==> src/ialu_pkg.sv <==
// Shared types and constants for the integer ALU with flags.
package ialu_pkg;

  typedef enum logic [2:0] {
    OP_ADDI = 3'd0,
    OP_ADD  = 3'd1,
    OP_SUBI = 3'd2,
    OP_SUB  = 3'd3,
    OP_MULS = 3'd4,
    OP_MULU = 3'd5,
    OP_DIVS = 3'd6,
    OP_DIVU = 3'd7
  } opcode_t;

  typedef enum logic [1:0] {
    ST_IDLE = 2'd0,
    ST_MUL  = 2'd1,
    ST_DIV  = 2'd2,
    ST_DONE = 2'd3
  } state_t;

  localparam int PORT_W = 32;

  // One classified operation as it travels from the front end to the back end.
  typedef struct packed {
    logic [2:0]        op;
    logic [PORT_W-1:0] a;
    logic [PORT_W-1:0] b;
    logic [PORT_W-1:0] c;
  } op_word_t;

endpackage

==> src/ialu_front.sv <==
// Front end: accepts input words and holds them in a two-entry queue.
module ialu_front (
  input  logic              clk,
  input  logic              rst_n,
  input  logic              in_valid,
  output logic              in_ready,
  input  ialu_pkg::op_word_t in_word,
  output logic              q_valid,
  input  logic              q_ready,
  output ialu_pkg::op_word_t q_word
);
  import ialu_pkg::*;

  op_word_t   slot_r [2];
  logic [1:0] cnt_r, cnt_nxt;
  logic       rd_r, rd_nxt;
  logic       wr_r, wr_nxt;
  logic       push, pop;

  assign in_ready = (cnt_r != 2'd2);
  assign q_valid  = (cnt_r != 2'd0);
  assign q_word   = slot_r[rd_r];
  assign push     = in_valid && in_ready;
  assign pop      = q_valid && q_ready;

  always_comb begin
    cnt_nxt = cnt_r + {1'b0, push} - {1'b0, pop};
    rd_nxt  = rd_r ^ pop;
    wr_nxt  = wr_r ^ push;
  end

  always_ff @(posedge clk) begin
    if (!rst_n) begin
      cnt_r <= 2'd0;
      rd_r  <= 1'b0;
      wr_r  <= 1'b0;
    end else begin
      cnt_r <= cnt_nxt;
      rd_r  <= rd_nxt;
      wr_r  <= wr_nxt;
    end
  end

  always_ff @(posedge clk) begin
    if (push) begin
      slot_r[wr_r] <= in_word;
    end
  end

  assert property (@(posedge clk) disable iff (!rst_n) cnt_r != 2'd3)
    else $error("queue count out of range");
  assert property (@(posedge clk) disable iff (!rst_n)
    push && !pop |=> cnt_r == $past(cnt_r) + 2'd1)
    else $error("queue count did not grow on push");
  assert property (@(posedge clk) disable iff (!rst_n)
    (cnt_r == 2'd0) |-> (rd_r == wr_r))
    else $error("empty queue with split pointers");

endmodule

==> src/ialu_back.sv <==
// Back end: executes one operation at a time and keeps the flag register.
module ialu_back #(
  parameter int DATA_WIDTH = 32
) (
  input  logic               clk,
  input  logic               rst_n,
  input  logic               q_valid,
  output logic               q_ready,
  input  ialu_pkg::op_word_t q_word,
  output logic               out_valid,
  input  logic               out_ready,
  output logic [31:0]        out_result_low,
  output logic [31:0]        out_result_high,
  output logic               out_writes_high,
  output logic               out_zero_flag,
  output logic               out_sign_flag,
  output logic               out_carry_flag,
  output logic               out_divide_error
);
  import ialu_pkg::*;

  localparam int W  = DATA_WIDTH;
  localparam int CW = $clog2(W + 1);

  state_t          st_r, st_nxt;
  logic [2:0]      op_r;
  logic [W-1:0]    a_r, b_r;
  logic            neg_r;
  logic [W-1:0]    quo_r, rem_r;
  logic [CW-1:0]   cnt_r;
  logic [2:0]      flag_r;
  logic [31:0]     lo_r, hi_r;
  logic            wh_r, de_r;
  logic            take, fin;

  // Operand views of the queue word.
  logic [W-1:0]    qa, qb, qc, nb, s1, s2, abs_a, abs_b, addend;
  logic            c1, c2, sa, sb, qneg;
  logic [W:0]      sum1, sum2;
  logic [W:0]      trial;
  logic [2*W-1:0]  prod_u, prod_s;
  logic [W:0]      corr;
  logic [W-1:0]    q_fin, q_neg;

  assign take    = (st_r == ST_IDLE) && q_valid;
  assign q_ready = (st_r == ST_IDLE);
  assign out_valid = (st_r == ST_DONE);
  assign fin     = out_valid && out_ready;

  assign qa = q_word.a[W-1:0];
  assign qb = q_word.b[W-1:0];
  assign qc = q_word.c[W-1:0];
  assign nb = (~qb) + {{(W-1){1'b0}}, 1'b1};
  assign sa = qa[W-1];
  assign sb = qb[W-1];
  assign abs_a = sa && (q_word.op == OP_DIVS) ? (~qa) + 1'b1 : qa;
  assign abs_b = sb && (q_word.op == OP_DIVS) ? (~qb) + 1'b1 : qb;
  assign qneg  = (sa ^ sb) && (q_word.op == OP_DIVS);
  assign addend = q_word.op[1] ? nb : qb;
  assign sum1 = {1'b0, qa} + {1'b0, addend};
  assign c1   = sum1[W];
  assign s1   = sum1[W-1:0];
  assign sum2 = {1'b0, s1} + {1'b0, qc};
  assign c2   = q_word.op[0] & sum2[W];
  assign s2   = q_word.op[0] ? sum2[W-1:0] : s1;

  // Restoring division, one quotient bit per cycle.
  assign trial = {rem_r, a_r[W-1]} - {1'b0, b_r};
  assign q_fin = {quo_r[W-2:0], ~trial[W]};
  assign q_neg = (~q_fin) + {{(W-1){1'b0}}, 1'b1};

  // One unsigned W x W multiplier registered in ST_MUL. The signed product
  // subtracts each operand from the high half where the other one is negative.
  always_comb begin
    prod_u = {{W{1'b0}}, a_r} * {{W{1'b0}}, b_r};
    corr   = {1'b0, {W{a_r[W-1]}} & b_r} + {1'b0, {W{b_r[W-1]}} & a_r};
    if (op_r == OP_MULS) begin
      prod_s = prod_u - {corr[W-1:0], {W{1'b0}}};
    end else begin
      prod_s = prod_u;
    end
  end

  always_comb begin
    st_nxt = st_r;
    case (st_r)
      ST_IDLE: begin
        if (q_valid) begin
          if (q_word.op inside {OP_MULS, OP_MULU}) st_nxt = ST_MUL;
          else if (q_word.op inside {OP_DIVS, OP_DIVU} && qb != '0) st_nxt = ST_DIV;
          else st_nxt = ST_DONE;
        end
      end
      ST_MUL:  st_nxt = ST_DONE;
      ST_DIV:  if (cnt_r == CW'(1)) st_nxt = ST_DONE;
      ST_DONE: if (out_ready) st_nxt = ST_IDLE;
      default: st_nxt = ST_IDLE;
    endcase
  end

  always_ff @(posedge clk) begin
    if (!rst_n) begin
      st_r   <= ST_IDLE;
      flag_r <= 3'b000;
    end else begin
      st_r <= st_nxt;
      if (take) begin
        if (!q_word.op[2]) begin
          flag_r[2] <= c1 | c2;
          flag_r[0] <= (s2 == '0);
          flag_r[1] <= (s2 != '0) && s2[W-1];
        end else if (q_word.op == OP_DIVS && qb == '0) begin
          flag_r[1:0] <= 2'b00;
        end
      end else if (st_r == ST_MUL) begin
        flag_r[0] <= (prod_s == '0);
        if (op_r == OP_MULS) flag_r[1] <= (prod_s != '0) && prod_s[2*W-1];
      end else if (st_r == ST_DIV && cnt_r == CW'(1)) begin
        flag_r[0] <= (q_fin == '0);
        if (op_r == OP_DIVS) begin
          flag_r[1] <= neg_r && (q_fin != '0);
        end
      end
    end
  end

  always_ff @(posedge clk) begin
    if (take) begin
      op_r  <= q_word.op;
      a_r   <= (q_word.op == OP_DIVS || q_word.op == OP_DIVU) ? abs_a : qa;
      b_r   <= (q_word.op == OP_DIVS || q_word.op == OP_DIVU) ? abs_b : qb;
      neg_r <= qneg;
      rem_r <= '0;
      quo_r <= '0;
      cnt_r <= CW'(W);
      lo_r  <= '0;
      hi_r  <= '0;
      wh_r  <= 1'b0;
      de_r  <= 1'b0;
      if (!q_word.op[2]) begin
        lo_r <= 32'(s2);
      end else if (q_word.op[1] && qb == '0) begin
        de_r <= 1'b1;
      end
    end else if (st_r == ST_MUL) begin
      lo_r <= 32'(prod_s[W-1:0]);
      hi_r <= 32'(prod_s[2*W-1:W]);
      wh_r <= 1'b1;
    end else if (st_r == ST_DIV) begin
      a_r   <= {a_r[W-2:0], 1'b0};
      rem_r <= trial[W] ? {rem_r[W-2:0], a_r[W-1]} : trial[W-1:0];
      quo_r <= q_fin;
      cnt_r <= cnt_r - 1'b1;
      if (cnt_r == CW'(1)) begin
        wh_r <= 1'b1;
        if (neg_r) begin
          lo_r <= 32'(q_neg);
          hi_r <= 32'({W{(q_fin != '0)}});
        end else begin
          lo_r <= 32'(q_fin);
          hi_r <= '0;
        end
      end
    end
  end

  assign out_result_low   = lo_r;
  assign out_result_high  = hi_r;
  assign out_writes_high  = wh_r;
  assign out_zero_flag    = flag_r[0];
  assign out_sign_flag    = flag_r[1];
  assign out_carry_flag   = flag_r[2];
  assign out_divide_error = de_r;

  assert property (@(posedge clk) disable iff (!rst_n)
    out_valid |-> !(out_divide_error && out_writes_high))
    else $error("divide error with a written result");
  // Add and subtract set at most one of zero and sign.
  assert property (@(posedge clk) disable iff (!rst_n)
    out_valid && !out_writes_high && !out_divide_error |->
      !(out_zero_flag && out_sign_flag))
    else $error("zero and sign both set");
  assert property (@(posedge clk) disable iff (!rst_n)
    st_r == ST_DIV |-> cnt_r != '0)
    else $error("divider ran past its last step");

endmodule

==> src/integer_alu_with_flags_top.sv <==
// Top level of the integer ALU with zero, sign and carry flags.
// Add and subtract words go from idle straight to ST_DONE; multiplies pass through ST_MUL,
// and nonzero-divisor divides through ST_DIV, one quotient bit per cycle.
// The back end runs one word at a time; the two-entry input queue keeps accepting
// while it has room; the back end takes a new word only after its last result is taken.
// Synchronous active-low reset empties the queue, idles the back end and clears all flags.
module integer_alu_with_flags_top #(
  parameter int DATA_WIDTH = 32
) (
  input  logic        clk,
  input  logic        rst_n,
  input  logic        in_valid,
  output logic        in_ready,
  input  logic [2:0]  in_opcode,
  input  logic [31:0] in_operand_a,
  input  logic [31:0] in_operand_b,
  input  logic [31:0] in_extra_addend,
  output logic        out_valid,
  input  logic        out_ready,
  output logic [31:0] out_result_low,
  output logic [31:0] out_result_high,
  output logic        out_writes_high,
  output logic        out_zero_flag,
  output logic        out_sign_flag,
  output logic        out_carry_flag,
  output logic        out_divide_error
);
  import ialu_pkg::*;

  op_word_t in_word, q_word;
  logic     q_valid, q_ready;

  // The front end only buffers; all decoding of the opcode happens in the back end.
  assign in_word = '{op: in_opcode, a: in_operand_a, b: in_operand_b, c: in_extra_addend};

  ialu_front u_front (
    .clk, .rst_n, .in_valid, .in_ready, .in_word,
    .q_valid, .q_ready, .q_word
  );

  ialu_back #(.DATA_WIDTH(DATA_WIDTH)) u_back (
    .clk, .rst_n, .q_valid, .q_ready, .q_word,
    .out_valid, .out_ready, .out_result_low, .out_result_high,
    .out_writes_high, .out_zero_flag, .out_sign_flag, .out_carry_flag,
    .out_divide_error
  );

endmodule

==> config.mk <==
export PLATFORM = sky130hd
export DESIGN_NAME = integer_alu_with_flags_top
export DESIGN_NICKNAME = d
export VERILOG_FILES = /design/src/ialu_pkg.sv /design/src/ialu_front.sv /design/src/ialu_back.sv /design/src/integer_alu_with_flags_top.sv
export SDC_FILE = /design/constraint.sdc
export NUM_CORES = 2
export LEC_CHECK = 0
export ABC_CLOCK_PERIOD_IN_PS = 12800
export BUFFER_PORTS_ARGS = -buffer_cell sky130_fd_sc_hd__buf_4
export CORE_UTILIZATION = 51
export DETAILED_ROUTE_END_ITERATION = 12
export PLACE_DENSITY = 0.65
export SETUP_SLACK_MARGIN = 0.1
export SLEW_MARGIN = 20
export SYNTH_ARGS = -nofsm -noshare
export SYNTH_HDL_FRONTEND = slang
export SYNTH_SLANG_ARGS = --single-unit
export TNS_END_PERCENT = 20
==> constraint.sdc <==
create_clock -name clk -period 12.8 [get_ports clk]
set_input_delay 0.64 -clock clk [delete_from_list [all_inputs] [get_ports clk]]
set_output_delay 0.64 -clock clk [all_outputs]
set_load 0.05 [all_outputs]
==> run metrics <==
area delta synth->final 7.26%; Slew Viols, Final 0; data arrival time of the critical path 12.82 ns; complex-gate fraction of the synthesized area 10.9%; number of DRC violations after detailed-routing iteration 0 4500; antenna violations before repair 9; CTS Hold Buffers Added 0; DRC 0; FP Rows 127; post-synth design cell area 0.0615 mm²; number of search-and-repair iterations in the first detailed-routing pass 8; flip-flop and latch count after synthesis 411; maximum buffer depth of the clock tree 3; layout filler cell count 10800; count of maximum capacitance violations 0; tightest slew margin relative to the limit approximately 22%; initial standard-cell utilization of the core 51.4%; number of vias per cell a little under 6; total of warnings raised by yosys 0; remaining number of nets flagged by the antenna check after routing 0; DR WL/cell 23.6 µm; post-CTS repair timing setup buffer count 0; port buffer count 173; vias in the first global route 49400; status finished clean; share of synthesized cell area in and, or, nand and nor gates 17.4%; minimum clock period after layout around 12 ns; wire length of the first global-routing pass between 300000 and 400000 µm; full die area 0.122 mm²; cell mode on critical path sky130_fd_sc_hd__fa_1; wirelength, routed 197000 µm; multiplexer share of the synthesized area under 10%; post-synthesis average cell area 9.17 µm²; pin count of the biggest net entering global routing around 70; Async S/R FF share, synth 0%; GRT overflow 0; clock tree sinks 411; CP endpoint kind register; Max stage delay on crit path 1.01 ns; largest family of logic cells by synthesized area adder cells; number of H-tree levels 2; via count between 40000 and 50000; clock slew seen by the registers of the worst setup and hold paths 0.07 ns; crit start category register; type of the worst min-delay path in -> reg; number of enable flip-flop cells after synthesis between 200 and 300; maximum fanout count along the critical path 18; Die Span Y 349 µm; area taken by multi-input logic gates 0.0452 mm²; nets in the synthesized netlist 8144; Final GP Congestion between 1 and 1.5; post-detail-place hpwl 160000 µm; Post-Synth XOR/XNOR Area 4.10%; part of the cycle the worst path needs 96.0%; pin slew with the least headroom to its limit between 1 and 1.5 ns; post-synthesis share of cell area spent on full adders, half adders and majority gates 38.2%; commonest register cell after synthesis sky130_fd_sc_hd__edfxtp_1; final standard cell count with taps included and fillers excluded 8343; count of nets after finishing 8137; Die W between 300 and 400 µm; GRT Util Overall 32.7%; Seq. cell area 0.0112 mm²; Fin. Hold Viols 0; share of cells above drive strength 1 7.25%; clock root buffer master sky130_fd_sc_hd__clkbuf_16; count of endpoints failing setup in the final report 0; sequential fraction of the synthesis area 18.3%; Synth Instances 6704; unrepaired setup endpoints after global routing no; maximum clock skew at final layout 0.0332 ns; number of top-level design ports 174; Setup TNS 0 ns; data required time at the worst endpoint 13.34 ns; clock tree from TritonCTS yes; start-to-end type of the worst setup path reg -> reg; area inside the core boundary 0.120 mm²; Max Clk Rate 0.0814 GHz; number of buffers inserted during clock tree synthesis 44; Crit-path slowest cell sky130_fd_sc_hd__edfxtp_1; number of distinct library cell variants in the gate-level netlist after synthesis 108; Cell Count Post-Placement approximately 8300; Resized cells post-CTS 0; Skew-Pair Late Insertion Delay 0.61 ns
==> final timing paths <==
path	startpoint	endpoint	slack [ns]	cells after the start
setup reg to reg	u_back.b_r[31]	u_back.flag_r[0]	0.51	30
setup / recovery	u_back.b_r[31]	u_back.flag_r[0]	0.51	30
hold reg to reg	u_back.rem_r[30]	u_back.rem_r[31]	0.49	2
hold / removal	in_extra_addend[19]	u_front.slot_r[0][19]	0.22	1
==> synth_stat cells, types with 12 or more instances <==
cell                       count  area, µm²
sky130_fd_sc_hd__inv_1      1006       3780
sky130_fd_sc_hd__fa_1        901      18000
sky130_fd_sc_hd__nand2_1     725       2720
sky130_fd_sc_hd__and2_1      611       3820
sky130_fd_sc_hd__ha_1        436       5460
sky130_fd_sc_hd__nor2_1      305       1140
sky130_fd_sc_hd__edfxtp_1    299       8980
sky130_fd_sc_hd__clkbuf_1    295       1110
sky130_fd_sc_hd__a21oi_1     273       1370
sky130_fd_sc_hd__o21ai_0     262       1310
sky130_fd_sc_hd__xnor2_1     163       1430
sky130_fd_sc_hd__xor2_1      125       1090
sky130_fd_sc_hd__dfxtp_1     112       2240
sky130_fd_sc_hd__mux2i_1     112       1120
sky130_fd_sc_hd__nor3_1       93        465
sky130_fd_sc_hd__a21o_1       72        541
sky130_fd_sc_hd__a31oi_1      68        425
sky130_fd_sc_hd__nand3_1      65        325
sky130_fd_sc_hd__mux2_2       54        608
sky130_fd_sc_hd__nand4_1      51        319
sky130_fd_sc_hd__nor2b_1      45        282
sky130_fd_sc_hd__o21a_1       42        315
sky130_fd_sc_hd__nand2b_1     35        219
sky130_fd_sc_hd__and3_1       34        213
sky130_fd_sc_hd__o21bai_1     33        248
sky130_fd_sc_hd__a211oi_1     31        233
sky130_fd_sc_hd__or3_1        31        194
sky130_fd_sc_hd__buf_2        28        140
sky130_fd_sc_hd__o211ai_1     28        210
sky130_fd_sc_hd__o31ai_1      24        180
sky130_fd_sc_hd__nor4_1       21        131
sky130_fd_sc_hd__or2_2        19        119
sky130_fd_sc_hd__a311oi_1     16        140
sky130_fd_sc_hd__nor3b_1      16        120
sky130_fd_sc_hd__o22ai_1      16        100
sky130_fd_sc_hd__o211a_1      15        150
sky130_fd_sc_hd__nand3b_1     12       90.1
sky130_fd_sc_hd__o221ai_1     12        105
sky130_fd_sc_hd__o31a_1       12        105
==> worst max-delay path, delay by kind of cell (launching register included) <==
family	cells	cell delay, ns
AO/OA/AOI/OAI	12	4.57
AND/OR/NAND/NOR	4	0.89
XOR/XNOR	2	0.32
buffers and inverters	1	0.44
flip-flops	1	1.01
adder cells (fa/ha/maj)	10	4.67
multiplexers	1	0.29
==> cells by family after synthesis <==
family | Yosys count
AO/OA/AOI/OAI | 1036
XOR/XNOR | 288
adder cells (fa/ha/maj) | 1337
buffers and inverters | 1349
flip-flops | 411
multiplexers | 167
AND/OR/NAND/NOR | 2116
==> registers in the layout, indices dropped and copies added, names as in the netlist, 3 cells and up, named ones only <==
register                count
u_front.slot_r            198
u_back.cnt_r                6
u_back.op_r                 3
u_back.out_result_low      32
u_back.out_result_high     32
u_back.quo_r               31
u_back.rem_r               32
u_back.b_r                 32
u_back.flag_r               3
u_back.a_r                 32
==> area by class of cell <==
class | count | share of cell area (%)
Clock buffer | 52 | 1.75
Multi-Input combinational cell | 4944 | 68.5
Timing Repair Buffer | 288 | 3.44
Clock inverter | 26 | 0.442
Inverter | 1008 | 5.74
Tap cell | 1612 | 3.06
Antenna cell | 2 | 0.00759
Sequential cell | 411 | 17.0
==> placed cells by master (no fill, tap or decap), types with 111 or more instances in the layout <==
master,Yosys,final
sky130_fd_sc_hd__o21ai_0,262,261
sky130_fd_sc_hd__mux2i_1,112,111
sky130_fd_sc_hd__and2_1,611,611
sky130_fd_sc_hd__nor2_1,305,304
sky130_fd_sc_hd__dfxtp_1,112,111
sky130_fd_sc_hd__xnor2_1,163,163
sky130_fd_sc_hd__a21oi_1,273,273
sky130_fd_sc_hd__inv_1,1006,1005
sky130_fd_sc_hd__ha_1,436,432
sky130_fd_sc_hd__nand2_1,725,725
sky130_fd_sc_hd__edfxtp_1,299,299
sky130_fd_sc_hd__xor2_1,125,124
sky130_fd_sc_hd__buf_4,3,279
sky130_fd_sc_hd__fa_1,901,901
==> stage by stage <==
stage / instance area [µm²] / worst slack [ns] / util, % / hold slack (ns)
floorplan: 61500 / 3.52 / - / 0.446
detailed placement: 64400 / 0.845 / 53.8 / 0.477
global placement: 64300 / 0.534 / 53.8 / 0.462
CTS: 65800 / 0.760 / 55.0 / 0.192
global route: 65900 / 0.316 / 55.1 / 0.203
finish: 65900 / 0.515 / 55.1 / 0.221
==> per-layer routing <==
layer	global-route usage [%]	up-vias	wire length, µm
met5	0	-	23
met3	5.55	340	17200
met2	49.5	2077	85600
li1	-	21800	-
met1	47.4	24400	86600
met4	11.2	4	7630
Power is not shown: default switching activity piles up to over one toggle a cycle in this logic, so the estimate is an artifact.
